$ cat src/ddoh_pkg.sv
// Shared types and constants of the differential-drive odometry integrator.
// Depends on nothing; the multiplier, the CORDIC and the top level import it.
package ddoh_pkg;

	localparam int MUL_A_W = 64;
	localparam int MUL_B_W = 35;
	localparam int MUL_N_W = 6;
	localparam int CORD_W  = 34;
	localparam int ATAN_N  = 24;

	localparam logic [30:0] TURN_PER_RAD = 31'd683565276;
	localparam logic signed [CORD_W-1:0] CORDIC_GAIN = 34'sd652032874;

	localparam logic [MUL_N_W-1:0] N_SHORT = 6'd17;
	localparam logic [MUL_N_W-1:0] N_TURN  = 6'd31;

	localparam logic [0:0] REG_STEP_TIME = 1'b0;
	localparam logic [0:0] REG_INV_TRACK = 1'b1;

	typedef enum logic [3:0] {
		ST_IDLE, ST_W_OLD, ST_W_NEW, ST_P1, ST_D1, ST_COS0, ST_COS1,
		ST_MX0, ST_MX1, ST_MY0, ST_MY1, ST_DX, ST_DY, ST_HS, ST_HD, ST_FIN
	} st_t;

	function automatic logic [31:0] atan_turn(input logic [4:0] i);
		logic [31:0] r;
		unique case (i)
			5'd0: r = 32'h20000000;  5'd1: r = 32'h12E4051E;  5'd2: r = 32'h09FB385B;
			5'd3: r = 32'h051111D4;  5'd4: r = 32'h028B0D43;  5'd5: r = 32'h0145D7E1;
			5'd6: r = 32'h00A2F61E;  5'd7: r = 32'h00517C55;  5'd8: r = 32'h0028BE53;
			5'd9: r = 32'h00145F2F;  5'd10: r = 32'h000A2F98; 5'd11: r = 32'h000517CC;
			5'd12: r = 32'h00028BE6; 5'd13: r = 32'h000145F3; 5'd14: r = 32'h0000A2FA;
			5'd15: r = 32'h0000517D; 5'd16: r = 32'h000028BE; 5'd17: r = 32'h0000145F;
			5'd18: r = 32'h00000A30; 5'd19: r = 32'h00000518; 5'd20: r = 32'h0000028C;
			5'd21: r = 32'h00000146; 5'd22: r = 32'h000000A3; 5'd23: r = 32'h00000051;
			default: r = 32'h0;
		endcase
		return r;
	endfunction

endpackage

$ cat src/ddoh_mul.sv
// Bit-serial shift-and-add multiplier, one multiplier bit per cycle.
// Depends on ddoh_pkg.
module ddoh_mul
	import ddoh_pkg::*;
(
	input  logic                       clk,
	input  logic                       arst_n,
	input  logic                       start,
	input  logic signed [MUL_A_W-1:0]  a,
	input  logic        [MUL_B_W-1:0]  b,
	input  logic        [MUL_N_W-1:0]  nbits,
	output logic                       done,
	output logic signed [MUL_A_W-1:0]  prod
);

	logic signed [MUL_A_W-1:0] acc_q, a_q;
	logic        [MUL_B_W-1:0] b_q;
	logic        [MUL_N_W-1:0] cnt_q, n_q;
	logic                      busy_q, done_q;
	logic signed [MUL_A_W-1:0] pp;
	logic                      last;

	assign pp   = b_q[0] ? a_q : '0;
	// The top bit of the multiplier carries negative weight.
	assign last = (cnt_q == n_q - 1'b1);

	always_ff @(posedge clk or negedge arst_n) begin
		if (!arst_n) begin
			busy_q <= 1'b0;
			done_q <= 1'b0;
			cnt_q  <= '0;
		end else begin
			done_q <= 1'b0;
			if (start) begin
				busy_q <= 1'b1;
				cnt_q  <= '0;
			end else if (busy_q) begin
				cnt_q <= cnt_q + 1'b1;
				if (last) begin
					busy_q <= 1'b0;
					done_q <= 1'b1;
				end
			end
		end
	end

	always_ff @(posedge clk) begin
		if (start) begin
			acc_q <= '0;
			a_q   <= a;
			b_q   <= b;
			n_q   <= nbits;
		end else if (busy_q) begin
			acc_q <= last ? acc_q - pp : acc_q + pp;
			a_q   <= a_q <<< 1;
			b_q   <= b_q >> 1;
		end
	end

	assign done = done_q;
	assign prod = acc_q;

endmodule

$ cat src/ddoh_cordic.sv
// Iterative CORDIC rotation giving cosine and sine of a 32-bit turn angle.
// Depends on ddoh_pkg.
module ddoh_cordic
	import ddoh_pkg::*;
#(
	parameter int ITERS = 16
) (
	input  logic                     clk,
	input  logic                     arst_n,
	input  logic                     start,
	input  logic        [31:0]       theta,
	output logic                     done,
	output logic signed [CORD_W-1:0] cos_o,
	output logic signed [CORD_W-1:0] sin_o
);

	localparam int NIT = (ITERS < ATAN_N) ? ITERS : ATAN_N;
	localparam logic [4:0] LAST_IT = 5'(NIT - 1);

	logic signed [CORD_W-1:0] x_q, y_q, xs, ys;
	logic signed [32:0]       z_q, at;
	logic        [1:0]        q_q, q;
	logic        [31:0]       ru;
	logic        [4:0]        it_q;
	logic                     busy_q, done_q;

	assign q  = 2'((theta + 32'h20000000) >> 30);
	assign ru = theta - {q, 30'd0};
	assign xs = x_q >>> it_q;
	assign ys = y_q >>> it_q;
	assign at = $signed({1'b0, atan_turn(it_q)});

	always_ff @(posedge clk or negedge arst_n) begin
		if (!arst_n) begin
			busy_q <= 1'b0;
			done_q <= 1'b0;
			it_q   <= '0;
		end else begin
			done_q <= 1'b0;
			if (start) begin
				busy_q <= 1'b1;
				it_q   <= '0;
			end else if (busy_q) begin
				it_q <= it_q + 1'b1;
				if (it_q == LAST_IT) begin
					busy_q <= 1'b0;
					done_q <= 1'b1;
				end
			end
		end
	end

	always_ff @(posedge clk) begin
		if (start) begin
			x_q <= CORDIC_GAIN;
			y_q <= '0;
			z_q <= $signed({ru[31], ru});
			q_q <= q;
		end else if (busy_q) begin
			if (!z_q[32]) begin
				x_q <= x_q - ys;
				y_q <= y_q + xs;
				z_q <= z_q - at;
			end else begin
				x_q <= x_q + ys;
				y_q <= y_q - xs;
				z_q <= z_q + at;
			end
		end
	end

	always_comb begin
		unique case (q_q)
			2'd0: begin cos_o = x_q;  sin_o = y_q;  end
			2'd1: begin cos_o = -y_q; sin_o = x_q;  end
			2'd2: begin cos_o = -x_q; sin_o = -y_q; end
			default: begin cos_o = y_q; sin_o = -x_q; end
		endcase
	end

	assign done = done_q;

endmodule

$ cat src/diff_drive_odometry_heun.sv
// Differential-drive odometry, one Heun step per transfer, fixed point throughout.
// A load or an error result goes from the FIN state into the output register; an integrate
// result first takes ten 17-bit serial multiplies, two 31-bit ones and two CORDIC runs.
// Throughput: one item at a time; the next input transfer is taken the cycle after the result
// enters the output register. Reset clears the pose, the registers to their defaults, all control.
module diff_drive_odometry_heun
	import ddoh_pkg::*;
#(
	parameter int SINCOS_ITERATIONS = 16
) (
	input  logic               clk,
	input  logic               arst_n,
	// configuration port
	input  logic               psel,
	input  logic               penable,
	input  logic               pwrite,
	input  logic [2:0]         paddr,
	input  logic [31:0]        pwdata,
	output logic [31:0]        prdata,
	output logic               pready,
	// input channel
	input  logic               in_valid,
	output logic               in_ready,
	input  logic               func,
	input  logic signed [15:0] right_prev,
	input  logic signed [15:0] left_prev,
	input  logic signed [15:0] right_new,
	input  logic signed [15:0] left_new,
	input  logic signed [31:0] load_x,
	input  logic signed [31:0] load_y,
	input  logic        [15:0] load_heading,
	// output channel
	output logic               out_valid,
	input  logic               out_ready,
	output logic signed [31:0] out_x,
	output logic signed [31:0] out_y,
	output logic        [15:0] out_heading,
	output logic               config_error
);

	st_t state_q, state_d;

	logic [15:0] step_time_q, itw_q;
	logic signed [15:0] ro_q, lo_q, rn_q, ln_q;
	logic [31:0] x_q, y_q, th1_q;
	logic [15:0] h_q;
	logic        err_q, issued_q;
	logic signed [33:0] w_old_q, w_new_q;
	logic signed [CORD_W-1:0] c0_q, s0_q, c1_q, s1_q;
	logic signed [63:0] t_q, sx_q, sy_q;
	logic        out_valid_q, out_err_q;
	logic [31:0] out_x_q, out_y_q;
	logic [15:0] out_h_q;

	logic        mul_start, mul_done, cord_start, cord_done;
	logic signed [MUL_A_W-1:0] mul_a, prod;
	logic        [MUL_B_W-1:0] mul_b;
	logic        [MUL_N_W-1:0] mul_n;
	logic [31:0] cord_th;
	logic signed [CORD_W-1:0] cord_c, cord_s;
	logic        is_cord, op_done, in_xfer, fin_go;
	logic signed [16:0] v_old, v_new, d_old, d_new;
	logic signed [63:0] r16, r17, r_th1, r_pos, r_h;

	// The configuration port has no wait states; a write lands in the access cycle.
	assign pready = 1'b1;
	always_ff @(posedge clk or negedge arst_n) begin
		if (!arst_n) begin
			step_time_q <= 16'd655;
			itw_q       <= 16'd0;
		end else if (psel && penable && pwrite) begin
			unique case (paddr[2])
				REG_STEP_TIME: step_time_q <= pwdata[15:0];
				REG_INV_TRACK: itw_q       <= pwdata[15:0];
				default: ;
			endcase
		end
	end
	assign prdata = (paddr[2] == REG_INV_TRACK) ? {16'd0, itw_q} : {16'd0, step_time_q};

	assign in_ready = (state_q == ST_IDLE);
	assign in_xfer  = in_valid && in_ready;
	assign fin_go   = (state_q == ST_FIN) && (!out_valid_q || out_ready);

	// Sum and difference of the wheel speeds; the sum is twice the linear speed.
	assign v_old = 17'(ro_q) + 17'(lo_q);
	assign v_new = 17'(rn_q) + 17'(ln_q);
	assign d_old = 17'(ro_q) - 17'(lo_q);
	assign d_new = 17'(rn_q) - 17'(ln_q);

	// Rounding is half up: add half a unit of the dropped part, then shift with floor.
	assign r16   = (t_q + 64'sd32768) >>> 16;
	assign r17   = (t_q + 64'sd65536) >>> 17;
	assign r_th1 = (prod + 64'sd524288) >>> 20;
	assign r_pos = (prod + 64'sd134217728) >>> 28;
	assign r_h   = (prod + 64'sd34359738368) >>> 36;

	assign is_cord = (state_q == ST_COS0) || (state_q == ST_COS1);
	assign op_done = is_cord ? cord_done : mul_done;

	always_comb begin
		state_d = state_q;
		unique case (state_q)
			ST_IDLE: if (in_xfer) begin
				state_d = (func || itw_q == 16'd0) ? ST_FIN : ST_W_OLD;
			end
			ST_W_OLD: if (op_done) state_d = ST_W_NEW;
			ST_W_NEW: if (op_done) state_d = ST_P1;
			ST_P1:    if (op_done) state_d = ST_D1;
			ST_D1:    if (op_done) state_d = ST_COS0;
			ST_COS0:  if (op_done) state_d = ST_COS1;
			ST_COS1:  if (op_done) state_d = ST_MX0;
			ST_MX0:   if (op_done) state_d = ST_MX1;
			ST_MX1:   if (op_done) state_d = ST_MY0;
			ST_MY0:   if (op_done) state_d = ST_MY1;
			ST_MY1:   if (op_done) state_d = ST_DX;
			ST_DX:    if (op_done) state_d = ST_DY;
			ST_DY:    if (op_done) state_d = ST_HS;
			ST_HS:    if (op_done) state_d = ST_HD;
			ST_HD:    if (op_done) state_d = ST_FIN;
			ST_FIN:   if (fin_go) state_d = ST_IDLE;
			default:  state_d = ST_IDLE;
		endcase
	end

	// Operand selection for the shared multiplier and the CORDIC; unsigned operands get a zero sign bit.
	always_comb begin
		mul_start  = 1'b0;
		cord_start = 1'b0;
		mul_a   = '0;
		mul_b   = '0;
		mul_n   = N_SHORT;
		cord_th = {h_q, 16'd0};
		unique case (state_q)
			ST_W_OLD: begin mul_a = 64'(d_old); mul_b = 35'(itw_q); end
			ST_W_NEW: begin mul_a = 64'(d_new); mul_b = 35'(itw_q); end
			ST_P1:    begin mul_a = 64'(w_old_q); mul_b = 35'(step_time_q); end
			ST_D1:    begin mul_a = r16; mul_b = 35'(TURN_PER_RAD); mul_n = N_TURN; end
			ST_COS1:  cord_th = th1_q;
			ST_MX0:   begin mul_a = 64'(c0_q); mul_b = 35'($unsigned(v_old)); end
			ST_MX1:   begin mul_a = 64'(c1_q); mul_b = 35'($unsigned(v_new)); end
			ST_MY0:   begin mul_a = 64'(s0_q); mul_b = 35'($unsigned(v_old)); end
			ST_MY1:   begin mul_a = 64'(s1_q); mul_b = 35'($unsigned(v_new)); end
			ST_DX:    begin mul_a = r16; mul_b = 35'(step_time_q); end
			ST_DY:    begin mul_a = r16; mul_b = 35'(step_time_q); end
			ST_HS:    begin
				mul_a = 64'(w_old_q) + 64'(w_new_q);
				mul_b = 35'(step_time_q);
			end
			ST_HD:    begin mul_a = r17; mul_b = 35'(TURN_PER_RAD); mul_n = N_TURN; end
			default: ;
		endcase
		if (state_q != ST_IDLE && state_q != ST_FIN && !issued_q) begin
			if (is_cord) cord_start = 1'b1;
			else         mul_start  = 1'b1;
		end
	end

	// The signed wheel products take 17 multiplier bits, so their sign bit is the top one.
	always_ff @(posedge clk or negedge arst_n) begin
		if (!arst_n) begin
			state_q     <= ST_IDLE;
			issued_q    <= 1'b0;
			out_valid_q <= 1'b0;
			x_q         <= '0;
			y_q         <= '0;
			h_q         <= '0;
		end else begin
			state_q <= state_d;
			if (mul_start || cord_start) issued_q <= 1'b1;
			else if (op_done)            issued_q <= 1'b0;
			if (fin_go)                  out_valid_q <= 1'b1;
			else if (out_ready)          out_valid_q <= 1'b0;
			if (in_xfer && func) begin
				x_q <= load_x;
				y_q <= load_y;
				h_q <= load_heading;
			end
			if (op_done) begin
				unique case (state_q)
					ST_DX: x_q <= x_q + r_pos[31:0];
					ST_DY: y_q <= y_q + r_pos[31:0];
					ST_HD: h_q <= h_q + r_h[15:0];
					default: ;
				endcase
			end
		end
	end

	always_ff @(posedge clk) begin
		if (in_xfer) begin
			ro_q  <= right_prev;
			lo_q  <= left_prev;
			rn_q  <= right_new;
			ln_q  <= left_new;
			err_q <= !func && (itw_q == 16'd0);
		end
		if (op_done) begin
			unique case (state_q)
				ST_W_OLD: w_old_q <= prod[33:0];
				ST_W_NEW: w_new_q <= prod[33:0];
				ST_P1:    t_q     <= prod;
				ST_D1:    th1_q   <= {h_q, 16'd0} + r_th1[31:0];
				ST_COS0:  begin c0_q <= cord_c; s0_q <= cord_s; end
				ST_COS1:  begin c1_q <= cord_c; s1_q <= cord_s; end
				ST_MX0:   sx_q <= prod;
				ST_MX1:   begin sx_q <= sx_q + prod; t_q <= sx_q + prod; end
				ST_MY0:   sy_q <= prod;
				ST_MY1:   sy_q <= sy_q + prod;
				ST_DX:    t_q  <= sy_q;
				ST_HS:    t_q  <= prod;
				default: ;
			endcase
		end
		if (fin_go) begin
			out_x_q   <= x_q;
			out_y_q   <= y_q;
			out_h_q   <= h_q;
			out_err_q <= err_q;
		end
	end

	ddoh_mul u_mul (
		.clk    (clk),
		.arst_n (arst_n),
		.start  (mul_start),
		.a      (mul_a),
		.b      (mul_b),
		.nbits  (mul_n),
		.done   (mul_done),
		.prod   (prod)
	);

	ddoh_cordic #(.ITERS(SINCOS_ITERATIONS)) u_cordic (
		.clk    (clk),
		.arst_n (arst_n),
		.start  (cord_start),
		.theta  (cord_th),
		.done   (cord_done),
		.cos_o  (cord_c),
		.sin_o  (cord_s)
	);

	assign out_valid    = out_valid_q;
	assign out_x        = out_x_q;
	assign out_y        = out_y_q;
	assign out_heading  = out_h_q;
	assign config_error = out_err_q;

endmodule

$ cat config.mk
export PLATFORM = sky130hd
export DESIGN_NAME = diff_drive_odometry_heun
export DESIGN_NICKNAME = d
export VERILOG_FILES = /design/src/ddoh_pkg.sv /design/src/ddoh_mul.sv /design/src/ddoh_cordic.sv /design/src/diff_drive_odometry_heun.sv
export SDC_FILE = /design/constraint.sdc
export NUM_CORES = 2
export LEC_CHECK = 0
export BUFFER_PORTS_ARGS = -buffer_cell sky130_fd_sc_hd__buf_4
export CELL_PAD_IN_SITES_DETAIL_PLACEMENT = 0
export CELL_PAD_IN_SITES_GLOBAL_PLACEMENT = 2
export CORE_MARGIN = 3
export CORE_UTILIZATION = 41
export CTS_CLUSTER_SIZE = 30
export DETAILED_ROUTE_END_ITERATION = 10
export PLACE_DENSITY_LB_ADDON = 0.1
export SYNTH_ARGS = -nofsm -noshare
export SYNTH_HDL_FRONTEND = slang
export SYNTH_HIERARCHICAL = 1
export SYNTH_SLANG_ARGS = --single-unit
$ cat constraint.sdc
create_clock -name clk -period 9.45 [get_ports clk]
set_clock_uncertainty 0.1 [all_clocks]
set_input_delay 1.89 -clock clk [delete_from_list [all_inputs] [get_ports clk]]
set_output_delay 1.89 -clock clk [all_outputs]
set_load 0.02 [all_outputs]
==> flow_metrics.env <==
export IMPL_netlist_area_leader_share_pct=27.0
export IMPL_instances_no_fill=11111
export IMPL_cts_resized=0
export IMPL_ys_seq_elements=964
export IMPL_post_route_period_util_pct=79.8
export IMPL_fillers=18323
export IMPL_viasPerCell=6.07
export IMPL_fin_ws_ns=1.91
export IMPL_cp_max_fo=49
export IMPL_crit_chain="buf_4 > mux4_2 > a22oi_1 > o21ai_0 > a211oi_1 > nand4_1 > nor4_1 > and2_1 > and2b_1 > and2_1 > a21oi_1 > xor2_1 > ha_1 > o211a_1 > nand2_1 > o21ai_0 > nor3_1 > a21o_1 > o21ai_0 > a31oi_1 > nand2b_1 > mux2i_1 > mux2_1"
export IMPL_postCtsSetupRepairBufs=0
export IMPL_seqCellArea_sq_um=27000
export IMPL_avgSynthCellArea_sq_um=9.19
export IMPL_critPathArrivalTime_ns=8.11
export IMPL_dp_hpwl_mm=229
export IMPL_via_count=67413
export IMPL_rows=159
export IMPL_rsz0062_at_grt="false"
export IMPL_start_util_pct=41.3
export IMPL_ios=303
export IMPL_cts_tree="yes"
export IMPL_fmax_ghz=0.133
export IMPL_track_usage_pct=29.4
export IMPL_areaGrowthSynthToFinish_pct=10.7
export IMPL_cts_max_path_buffers=3
export IMPL_yosys_top_cells_area="edfxtp_1 27%, ha_1 8.1%, xnor2_1 5.3%, nand2_1 4.2%, a21oi_1 4.1%"
export IMPL_cpMaxStageDelayCell="dfrtp_4"
export IMPL_syn_area_sq_um=77800
export IMPL_antenna_found_initial=16
export IMPL_cpPeakStageDelay_ns=0.95
export IMPL_period_minus_slack_ns=7.54
export IMPL_async_flop_share_pct=13.8
export IMPL_placement_cell_area_sq_um=82200
export IMPL_worstMarginPinSlew_ns=1.23
export IMPL_drtPass1Iterations=8
export IMPL_pre_cts_slack_ns=2.00
export IMPL_final_hold_violation_count=0
export IMPL_synth_edf_count=699
export IMPL_root_buffer="clkbuf_16"
export IMPL_grt_pass1_vias=63707
export IMPL_core_sq_um=188000
export IMPL_fin_tns_setup_ns=0
export IMPL_cpLargestDelayFamily="simple AND/OR/NAND/NOR gates"
export IMPL_path_class="reg2reg"
export IMPL_ant_nets=0
export IMPL_final_nets=9218
export IMPL_drive_gt1_share_pct=12.6
export IMPL_grt_max_degree=92
export IMPL_synth_top_area_cell="edfxtp_1"
export IMPL_die_h_um=442
export IMPL_crit_buf_inv=1
export IMPL_outcome="complete, no violations"
export IMPL_synth_most_common_cell="nand2_1"
export IMPL_fp_dieW_um=442
export IMPL_dp_cells=10886
export IMPL_drc=0
export IMPL_syn_instance_count=8470
export IMPL_cts_hold_buf=0
export IMPL_drv_slew=0
export IMPL_htreeDepth=3
export IMPL_required_ns=10.02
export IMPL_end_kind="flip-flop"
export IMPL_cts_sinks=964
export IMPL_synth_cell_types=133
export IMPL_gp_congestion=0.931
export IMPL_final_cell_area_sq_um=86100
export IMPL_yosys_warnings=6
export IMPL_setup_viol=0
export IMPL_startpoint_type="flip-flop"
export IMPL_post_drt_wl_per_cell_um=26.8
export IMPL_portBuffers=267
export IMPL_slew_headroom_pct=16.8
export IMPL_worstSkewPairLatency_ns=0.79
export IMPL_cts_made_buffers=119
export IMPL_worstHoldPathType="reg2reg"
export IMPL_path_common_cell="o21ai_0"
export IMPL_clkSlewWorstSetupHoldPaths_ns=0.07
export IMPL_timing_max_cap_violations=0
export IMPL_synth_flop_cell="edfxtp_1"
export IMPL_die_area_sq_um=195000
export IMPL_seq_area_frac_synth_pct=34.7
export IMPL_grt_overflow=0
export IMPL_routed_wl_mm=298
export IMPL_drtIter0Drc=6617
export IMPL_grt_pass1_wl_mm=435
export IMPL_multi_input_area_sq_um=48000
export IMPL_yosys_top_cells_count="875 x nand2_1, 699 x edfxtp_1, 640 x a21oi_1"
-- kinds of logic after synthesis --
family                   synth area share (%)
flip-flops                               34.7
buffers and inverters                    4.01
multiplexers                             8.49
AO/OA/AOI/OAI                            20.4
adder cells (fa/ha/maj)                  8.49
AND/OR/NAND/NOR                          15.0
other                                 0.00965
XOR/XNOR                                 8.98
-- layout by cell type (no fill, tap or decap), drive strengths merged, types with 226 or more instances in the layout --
| master | count |
|---|---|
| edfxtp | 699 |
| nand2 | 875 |
| xor2 | 330 |
| buf | 427 |
| o21ai | 659 |
| ha | 504 |
| nor2 | 621 |
| inv | 226 |
| xnor2 | 468 |
| a21oi | 643 |
-- sequential cells by signal (all words and copies together), names as in the netlist, 32 cells and up --
signal	flops
c0_q	34
t_q	49
sx_q	64
u_cordic/z_q	33
x_q	32
w_new_q	34
c1_q	34
s1_q	34
s0_q	34
sy_q	64
u_cordic/y_q	34
y_q	32
th1_q	32
u_mul/a_q	64
w_old_q	34
u_mul/b_q	35
u_mul/prod	64
out_x	32
u_cordic/x_q	34
out_y	32
-- area by class of cell --
cell class / instances / share of cell area, %
antenna: 4 / 0.0116
clock buffer: 132 / 3.56
clock inverter: 89 / 0.997
inverter: 218 / 0.953
multi-input combinational: 6782 / 55.8
sequential: 964 / 31.3
tap: 2495 / 3.63
timing repair buffer: 427 / 3.73
-- per-layer routing --
metal  track usage [%]  share of wire [%]  up-vias
li1                  -                  -    31493
met1              42.2                 46    33250
met2              45.2                 44     2275
met3              4.41                6.7      393
met4              9.87                3.5        2
met5                 0             0.0047        -
-- through the flow --
stage,utilization (%),hold slack (ns)
after global routing,45.7,0.357
after floorplan,-,0.300
after global placement,43.7,0.320
after CTS,45.7,0.347
after detailed placement,43.7,0.333
final,45.7,0.344
-- worst paths after layout --
kind / slack, ns / from / endpoint / cells after the start
min: 0.34 / err_q / config_error / 0
max reg2reg: 1.91 / u_cordic/it_q[0] / u_cordic/y_q[33] / 23
min in group asynchronous: 1.03 / arst_n / itw_q[12] / 1
max: 1.91 / u_cordic/it_q[0] / u_cordic/y_q[33] / 23
min reg2reg: 0.34 / err_q / config_error / 0
max in group asynchronous: 6.62 / arst_n / u_cordic/busy_q / 2
Power is left out: the tool's default activity adds up to more than one toggle a clock period on the data nets, which glitch-free logic cannot reach.
